### config.mk
export PLATFORM = sky130hd
export DESIGN_NAME = frame_dirty_row_detector_top
export DESIGN_NICKNAME = d
export VERILOG_FILES = /design/src/sv/frdr_pkg.sv /design/src/sv/frame_dirty_row_detector_top.sv
export SDC_FILE = /design/constraint.sdc
export NUM_CORES = 1
export LEC_CHECK = 0
export ABC_AREA = 1
export BUFFER_PORTS_ARGS = -buffer_cell sky130_fd_sc_hd__buf_4
export CAP_MARGIN = 20
export CORE_MARGIN = 5
export CORE_UTILIZATION = 53
export CTS_CLUSTER_SIZE = 14
export DETAILED_ROUTE_END_ITERATION = 16
export PLACE_DENSITY = 0.91
export SETUP_SLACK_MARGIN = 0.05
export SLEW_MARGIN = 10
export SYNTH_ARGS = -nofsm -noshare
export SYNTH_HDL_FRONTEND = slang
export SYNTH_SLANG_ARGS = --single-unit
export TNS_END_PERCENT = 20
### constraint.sdc
create_clock -name clk -period 6.7 [get_ports clk]
set_input_delay 1.34 -clock clk [delete_from_list [all_inputs] [get_ports clk]]
set_output_delay 1.34 -clock clk [all_outputs]
set_load 0.005 [all_outputs]
### src/sv/frdr_pkg.sv
package frdr_pkg;

    localparam int WORD_W  = 64;
    localparam int WPR_W   = 8;
    localparam int RPF_W   = 11;
    localparam int TOP_W   = 10;
    localparam int ROWS_W  = 11;
    localparam int PADDR_W = 3;
    localparam int PDATA_W = 32;

    localparam logic [WPR_W-1:0] WPR_RESET = WPR_W'(60);
    localparam logic [RPF_W-1:0] RPF_RESET = RPF_W'(600);

    typedef logic [0:0] reg_index_t;

    localparam reg_index_t REG_WORDS_PER_ROW  = 1'b0;
    localparam reg_index_t REG_ROWS_PER_FRAME = 1'b1;

endpackage

### src/sv/frame_dirty_row_detector_top.sv
// A transaction is registered in s1_valid_reg and s1_diff_reg, and its region, if any, in the result register.
// Throughput: one word pair per cycle; input stalls only while the result
// register is full and held by out_stall.
// Reset: asynchronous, active low; clears position counters, run state and both
// valid flags, and loads words_per_row = 60, rows_per_frame = 600.
module frame_dirty_row_detector_top
    import frdr_pkg::*;
#(
    parameter int MAX_WORDS_PER_ROW = 128,
    parameter int MAX_ROWS          = 1024
)
(
    input  logic                clk,
    input  logic                rst_n,

    input  logic                in_valid,
    output logic                in_stall,
    input  logic [WORD_W-1:0]   old_word,
    input  logic [WORD_W-1:0]   new_word,

    output logic                out_valid,
    input  logic                out_stall,
    output logic [TOP_W-1:0]    region_top,
    output logic [ROWS_W-1:0]   region_rows,
    output logic                frame_last,

    input  logic                psel,
    input  logic                penable,
    input  logic                pwrite,
    input  logic [PADDR_W-1:0]  paddr,
    input  logic [PDATA_W-1:0]  pwdata,
    output logic [PDATA_W-1:0]  prdata,
    output logic                pready
);

    localparam int WC_W  = (MAX_WORDS_PER_ROW > 1) ? $clog2(MAX_WORDS_PER_ROW) : 1;
    localparam int WSA_W = $clog2(MAX_WORDS_PER_ROW + 1);
    localparam int WS_W  = (WSA_W > WPR_W) ? WSA_W : WPR_W;
    localparam int RC_W  = (MAX_ROWS > 1) ? $clog2(MAX_ROWS) : 1;
    localparam int RSA_W = $clog2(MAX_ROWS + 1);
    localparam int RS_W  = (RSA_W > RPF_W) ? RSA_W : RPF_W;

    logic [WPR_W-1:0]  words_per_row_reg;
    logic [RPF_W-1:0]  rows_per_frame_reg;

    logic              s1_valid_reg;
    logic              s1_diff_reg;

    logic [WC_W-1:0]   word_count_reg;
    logic [WC_W-1:0]   word_count_next;
    logic [RC_W-1:0]   row_count_reg;
    logic [RC_W-1:0]   row_count_next;
    logic              row_has_diff_reg;
    logic              row_has_diff_next;
    logic              run_active_reg;
    logic              run_active_next;
    logic [RC_W-1:0]   run_first_row_reg;
    logic [RC_W-1:0]   run_first_row_next;

    logic              out_valid_reg;
    logic [TOP_W-1:0]  region_top_reg;
    logic [ROWS_W-1:0] region_rows_reg;
    logic              frame_last_reg;

    logic              advance;
    logic              step;
    logic              cfg_write;
    reg_index_t        cfg_index;

    logic [WS_W-1:0]   wpr_ext;
    logic [WS_W-1:0]   wpr_eff;
    logic [RS_W-1:0]   rpf_ext;
    logic [RS_W-1:0]   rpf_eff;
    logic              word_end;
    logic              last_row;
    logic              dirty;
    logic              emit;
    logic [RC_W-1:0]   first_row;
    logic [RS_W-1:0]   end_row;
    logic [RS_W-1:0]   span;

    // APB
    assign pready    = 1'b1;
    assign cfg_write = psel && penable && pwrite;
    assign cfg_index = paddr[2:2];

    always_ff @(posedge clk or negedge rst_n)
    begin
        if (!rst_n)
        begin
            words_per_row_reg  <= WPR_RESET;
            rows_per_frame_reg <= RPF_RESET;
        end
        else if (cfg_write)
        begin
            case (cfg_index)
                REG_WORDS_PER_ROW:  words_per_row_reg  <= pwdata[WPR_W-1:0];
                REG_ROWS_PER_FRAME: rows_per_frame_reg <= pwdata[RPF_W-1:0];
                default: ;
            endcase
        end
    end

    always_comb
    begin
        case (cfg_index)
            REG_WORDS_PER_ROW:  prdata = PDATA_W'(words_per_row_reg);
            REG_ROWS_PER_FRAME: prdata = PDATA_W'(rows_per_frame_reg);
            default:            prdata = '0;
        endcase
    end

    // handshake
    assign advance  = !out_valid_reg || !out_stall;
    assign in_stall = s1_valid_reg && !advance;
    assign step     = s1_valid_reg && advance;

    always_ff @(posedge clk or negedge rst_n)
    begin
        if (!rst_n)
        begin
            s1_valid_reg <= 1'b0;
        end
        else if (!in_stall)
        begin
            s1_valid_reg <= in_valid;
        end
    end

    always_ff @(posedge clk)
    begin
        if (in_valid && !in_stall)
        begin
            s1_diff_reg <= (old_word != new_word);
        end
    end

    // clamp frame size
    always_comb
    begin
        wpr_ext = WS_W'(words_per_row_reg);
        rpf_ext = RS_W'(rows_per_frame_reg);

        if (words_per_row_reg == '0)
            wpr_eff = WS_W'(1);
        else if (wpr_ext > WS_W'(MAX_WORDS_PER_ROW))
            wpr_eff = WS_W'(MAX_WORDS_PER_ROW);
        else
            wpr_eff = wpr_ext;

        if (rows_per_frame_reg == '0)
            rpf_eff = RS_W'(1);
        else if (rpf_ext > RS_W'(MAX_ROWS))
            rpf_eff = RS_W'(MAX_ROWS);
        else
            rpf_eff = rpf_ext;
    end

    // row and run tracking
    always_comb
    begin
        dirty     = row_has_diff_reg || s1_diff_reg;
        word_end  = (WS_W'(word_count_reg) + WS_W'(1)) >= wpr_eff;
        last_row  = (RS_W'(row_count_reg) + RS_W'(1)) >= rpf_eff;
        first_row = run_active_reg ? run_first_row_reg : row_count_reg;
        end_row   = (dirty && last_row) ? (RS_W'(row_count_reg) + RS_W'(1))
                                        : RS_W'(row_count_reg);
        span      = end_row - RS_W'(first_row);

        word_count_next    = word_count_reg;
        row_count_next     = row_count_reg;
        row_has_diff_next  = row_has_diff_reg;
        run_active_next    = run_active_reg;
        run_first_row_next = run_first_row_reg;
        emit               = 1'b0;

        if (step)
        begin
            if (!word_end)
            begin
                word_count_next   = word_count_reg + WC_W'(1);
                row_has_diff_next = dirty;
            end
            else
            begin
                if (dirty)
                begin
                    run_active_next    = 1'b1;
                    run_first_row_next = first_row;
                    emit               = last_row;
                end
                else
                begin
                    emit = run_active_reg;
                end

                if (emit)
                    run_active_next = 1'b0;

                word_count_next   = '0;
                row_has_diff_next = 1'b0;
                row_count_next    = last_row ? '0 : row_count_reg + RC_W'(1);
            end
        end
    end

    always_ff @(posedge clk or negedge rst_n)
    begin
        if (!rst_n)
        begin
            word_count_reg    <= '0;
            row_count_reg     <= '0;
            row_has_diff_reg  <= 1'b0;
            run_active_reg    <= 1'b0;
            run_first_row_reg <= '0;
        end
        else
        begin
            word_count_reg    <= word_count_next;
            row_count_reg     <= row_count_next;
            row_has_diff_reg  <= row_has_diff_next;
            run_active_reg    <= run_active_next;
            run_first_row_reg <= run_first_row_next;
        end
    end

    // result register
    always_ff @(posedge clk or negedge rst_n)
    begin
        if (!rst_n)
        begin
            out_valid_reg <= 1'b0;
        end
        else if (advance)
        begin
            out_valid_reg <= step && emit;
        end
    end

    always_ff @(posedge clk)
    begin
        if (step && emit)
        begin
            region_top_reg  <= TOP_W'(first_row);
            region_rows_reg <= ROWS_W'(span);
            frame_last_reg  <= last_row;
        end
    end

    assign out_valid   = out_valid_reg;
    assign region_top  = region_top_reg;
    assign region_rows = region_rows_reg;
    assign frame_last  = frame_last_reg;

endmodule

## Yosys cells after proc, flatten, opt, wreduce, memory -nomap -nowiden

Cells that the tools add are included.
Widths: inputs -> output; s select.

- Word-level logic and storage cells: 62
- Output and inout bits: 57
- Bits in registers: 73
- Bits of input ports: 170

- Add/subtract/negate cells: 5
- Reduce and logical (&&, ||, !) cells: 21
- Mux-type cells: 17
- Bitwise gates (word level): 1
- Magnitude comparators: 4
- Equal/unequal tests: 1

Operator list:

| kind | count |
|---|---|
| $ne 64x64->1 | 1 |
| $pmux 32 s2 | 1 |
| $mux 11 | 3 |
| $mux 10 | 2 |
| $mux 8 | 2 |
| $add 10x1->11 const B | 1 |
| $ge 11x11->1 | 1 |
| $gt 11x11->1 const B | 1 |
| $logic_not 11->1 | 1 |
| $sub 11x10->11 | 1 |
| $add 10x1->10 const B | 1 |
| $add 7x1->8 const B | 1 |
| $ge 8x8->1 | 1 |
| $gt 8x8->1 const B | 1 |
| $logic_not 8->1 | 1 |
| $mux 1 | 8 |
| $add 7x1->7 const B | 1 |
| $logic_and 1x1->1 | 7 |
| $mux 7 | 1 |
| $reduce_and 2->1 | 3 |
| $reduce_and 3->1 | 2 |
| $logic_not 1->1 | 4 |
| $logic_or 1x1->1 | 2 |
| $reduce_bool 2->1 | 1 |
| $not 1->1 | 1 |

## Logic depth before layout (Yosys ltp)

- Depth in word-level cells: 10
- Depth in mapped cells: 28
- Mapped depth without buffers: 27

## Worst setup path after synthesis

OpenSTA, ideal clock, no wires.

- Path type: reg-to-reg
- Start: register row_count_reg[0]
- End: register region_rows_reg[8] (netlist: region_rows[8]), data pin
- Stages on the path, launching flop included: 23
- Path slack: 2,889 ps
- Clock period less this slack: 3,811 ps
- Data required time: 6,448 ps
- Path buffers: 1
- Setup time: 252 ps
- Arrival time: 3,559 ps
- Path through: dfrtp_1 ha_1 nand3_1 inv_1 nand3_1 xor2_1 inv_1 ha_1 nand4_1 nand3b_1 nand3_4 nand2_4 buf_8 nand2_1 nand2_1 ha_1 fa_1 inv_1 a31oi_1 o21ai_0 nand2_1 nand3_1 nand2_1

- Longest elaborated chain between the ends: 5
- Elaborated cells on any way between the ends: 6
- Classes of those cells: add/sub (2); order compare (1); mux (2); reduce/logical (1)

RTL lines:

| what | line | text |
|---|---|---|
| start, declared | frame_dirty_row_detector_top.sv:51 | `logic [RC_W-1:0] row_count_reg;` |
| start signal, assigned | frame_dirty_row_detector_top.sv:220 | `row_count_reg <= row_count_next;` |
| $add 10x1->11 | frame_dirty_row_detector_top.sv:164 | `last_row = (RS_W'(row_count_reg) + RS_W'(1)) >= rpf_eff;` |
| $ge 11x11->1 | frame_dirty_row_detector_top.sv:164 |  |
| named net last_row | frame_dirty_row_detector_top.sv:75 | `logic last_row;` |
| $logic_and 1x1->1 | frame_dirty_row_detector_top.sv:166 | `end_row = (dirty && last_row) ? (RS_W'(row_count_reg) + RS_W'(1))` |
| $mux 11 | frame_dirty_row_detector_top.sv:166 |  |
| $sub 11x10->11 | frame_dirty_row_detector_top.sv:168 | `span = end_row - RS_W'(first_row);` |
| named net span[8] | frame_dirty_row_detector_top.sv:80 | `logic [RS_W-1:0] span;` |
| end signal, assigned | frame_dirty_row_detector_top.sv:245 | `region_rows_reg <= ROWS_W'(span);` |
| end, declared | frame_dirty_row_detector_top.sv:62 | `logic [ROWS_W-1:0] region_rows_reg;` |

The timed path passes the listed nets, and every way through them passes these cells.
A chain may end at the register's enable or synchronous reset.

## Worst setup path in the final report

Ends and elaborated chain as after synthesis.

==> impl_results.md <==
- Status: complete, no violations
- Register bit total from synthesis: 73
- Setup violators final: 0
- Inst Count DP: between 900 and 1000
- Min-delay worst type: register to register
- CTS Buf Count: 9
- Minimum clock period: about 4400 ps
- WL final: 14000 um
- Reg clk slew, reported paths: 70 ps
- Final Cycle Share: 65.1%
- Worst Path Required: ~7000 ps
- DR iter-0 viols: approximately 230
- Mux contribution to synthesized area: less than 1%
- CTS max path bufs: 2
- Wire per inst: between 10 and 15 um
- Die area: roughly 12000 um2
- Metal-1 WL: around 5800 um
- Vias in the first global route: 4906
- Rows: 36
- Worst Reg2Reg Path Length in Cells: 21
- RSZ-0062 raised after global routing: no
- # Max-Cap Violations: 0
- CTS tree: done
- Slew Viols, Final: 0
- Leakage: ~3.6 nW
- Setup crit end: region_rows[8]
- Starting density of the core: ~55%
- Vias/cell: slightly below 5
- Synth area leaders: dfrtp_1 (19%), nand2_1 (13%), edfxtp_1 (13%), xnor2_1 (11%), ha_1 (7.2%)
- Async set or reset register ratio after synthesis: between 60 and 70%
- R2r setup slk: approximately 2300 ps
- Remaining Overflow, GRT: 0
- Post-route insts no fill: 1008
- Clock sink count: 73
- Post-CTS Hold Buffers: 0
- Yosys warning count: 0
- Die W: about 110 um
- Dominant cell type by area after synthesis: dfrtp_1
- # DRC: 0
- Crit. End Element: register
- Routed Antenna Nets: 0
- Highest clock rate: approximately 230 MHz
- Worst setup SP type: register
- Post-synth EDFFs: 23
- Final TNS setup: 0 ps
- Placer Congestion: around 0.94
- Largest net degree at the start of global routing: 51
- CTS root buffer: clkbuf_8
- Critical path class: register to register
- XOR/XNOR Fraction of Synth Area: about an eighth
- Initial antenna violation count: 0
- Share of layout cells above drive strength 1: about a quarter
- Setup Buffers After CTS: 0
- R2R Path Start: row_count_reg[0]
- Peak VDD IR: around 0.00016 V
- Gate Count Post-Synth: slightly below 700
- Crit path launch: row_count_reg[0]
- PwrDens: between 200 and 300 nW/um2
- Vias post-DR: about 5000
- Synth Area in Compound Gates: roughly 8.3%
- Nets@finish: roughly 1100
- Hold_sp: run_first_row_reg[7]
- Total Power: between 2 and 2.5 mW
- Final count of hold timing violations: 0
- Max layer used: met4
- Placed Area: roughly 6800 um2
- Worst-path maximum fanout: 18
- Share of the synthesized area in the top cell type: 19.4%
- Post-Synth Simple-Gate Area: approximately 25%
- Met2 Wirelength: a little under 7000 um
- DR pass1 iterations: 5
- PostCTS Resize Cnt: 0
- Final instance area: slightly below 7000 um2
- Tot GR Track Use: roughly 23%
- Rel. slew slack: a little over two fifths
- Reg2reg end: region_rows[8]
- Latest clock arrival within the worst-skew pair: 360 ps
- DR WL met3: 1190 um
- I/O Buffers: 181
- Largest family of logic cells by synthesized area: simple AND/OR/NAND/NOR gates
- Die Span Y: approximately 110 um
- Dpl hpwl: 11500 um
- Fin Clk Skew: ~9.5 ps
- Top FF cell, synth: dfrtp_1
- N_diodes: 0
- H-tree depth: 3
- Mean Syn Cell Area: about 8 um2
- Least-Margin Pin Slew: roughly 840 ps
- Seq/Total Area, Yosys: 36.1%
- Synth Area in Adders: under 10%
- Syn-to-layout area delta: 28.6%
- Core Footprint: 9860 um2
- CP arrival: 4470 ps
- Mapped Area: about 5400 um2
- Distinct cells, synth: 43
- Ports: roughly 230
- Global-route wire length before repair: between 20000 and 25000 um
## cell type report
type	instances	area, um2
clock buffers	13	149
clock inverters	3	42.5
fillers	772	2900
inverters	86	323
multi-input cells	519	2970
flip-flops and latches	73	1950
well taps	133	166
repair buffers	181	1360
## how the worst min path moves through the flow
stage / endpoint / depth (start not counted)
floorplan: run_first_row_reg[1] / 2
global placement: run_first_row_reg[5] / 2
detailed placement: run_first_row_reg[7] / 2
CTS: run_first_row_reg[7] / 2
global route: run_first_row_reg[3] / 2
finish: run_first_row_reg[7] / 2
## worst max-delay path, cell delays in order (launching register included)
cell      delay, ps
dfrtp_1         550
ha_1            240
nand3_1         150
inv_1           120
nand3_1          80
xor2_1          230
inv_1           100
ha_1            340
nand4_1         140
nand3b_1        230
nand3_4         190
nand2_4         170
nand2_1          90
nand2_1          70
ha_1            230
fa_1            410
inv_1           120
a31oi_1         110
o21ai_0         280
nand2_1         110
nand3_1          80
nand2_1          60
## report_power, final
| group | internal, mW | switching (mW) | leakage, nW | total (mW) |
|---|---|---|---|---|
| clock network | 0.182 | 0.158 | 0.0936 | 0.340 |
| registers | 0.607 | 0.0834 | 0.830 | 0.691 |
| logic | 0.430 | 0.616 | 2.65 | 1.05 |
## through the flow
stage	hold slack (ps)	util, %	setup WS (ps)
3_3_place_gp	460	68.6	2480
2_1_floorplan	446	-	2890
4_1_cts	487	70.6	2380
6_report	486	70.6	2340
3_5_place_dp	471	68.6	2430
5_1_grt	523	70.6	1980
## cell families after synthesis
group / count (synthesis)
adder cells (fa/ha/maj): 32
other: 2
multiplexers: 2
flip-flops: 73
buffers and inverters: 123
AND/OR/NAND/NOR: 306
AO/OA/AOI/OAI: 81
XOR/XNOR: 76
## cells in the final DEF, fill, tap and decap left out, types with 6 or more instances in the layout
cell type,count
nand3_1,28
xor2_1,11
a21oi_1,17
inv_1,84
conb_1,22
xnor2_1,65
o21ai_2,6
nor2_1,38
buf_4,181
o21ai_0,50
dfrtp_1,42
edfxtp_1,23
ha_1,31
clkbuf_8,10
nand2_1,189
nand4_1,22
dfstp_2,8
or2_2,10
## synth_stat cells, types with 2 or more instances
cell and number:
a21oi_1 17, buf_2 5, buf_4 23, clkbuf_1 6, clkbuf_2 2, conb_1 2
dfrtp_1 42, dfstp_2 8, edfxtp_1 23, ha_1 31, inv_1 84, mux2_2 2
nand2_1 189, nand3_1 28, nand3b_1 3, nand4_1 22, nor2_1 38, nor3_1 4
o21a_1 2, o21ai_0 50, o21ai_2 6, o31ai_1 2, or2_1 3, or2_2 10
xnor2_1 65, xor2_1 11
## layer usage
layer / GRT usage [%] / vias to the layer above
met5: 0 / -
met4: 4.38 / 0
met3: 8.30 / 22
met2: 39.7 / 140
met1: 27.3 / 2252
li1: - / 2536
(Power assumes the default switching activity.)
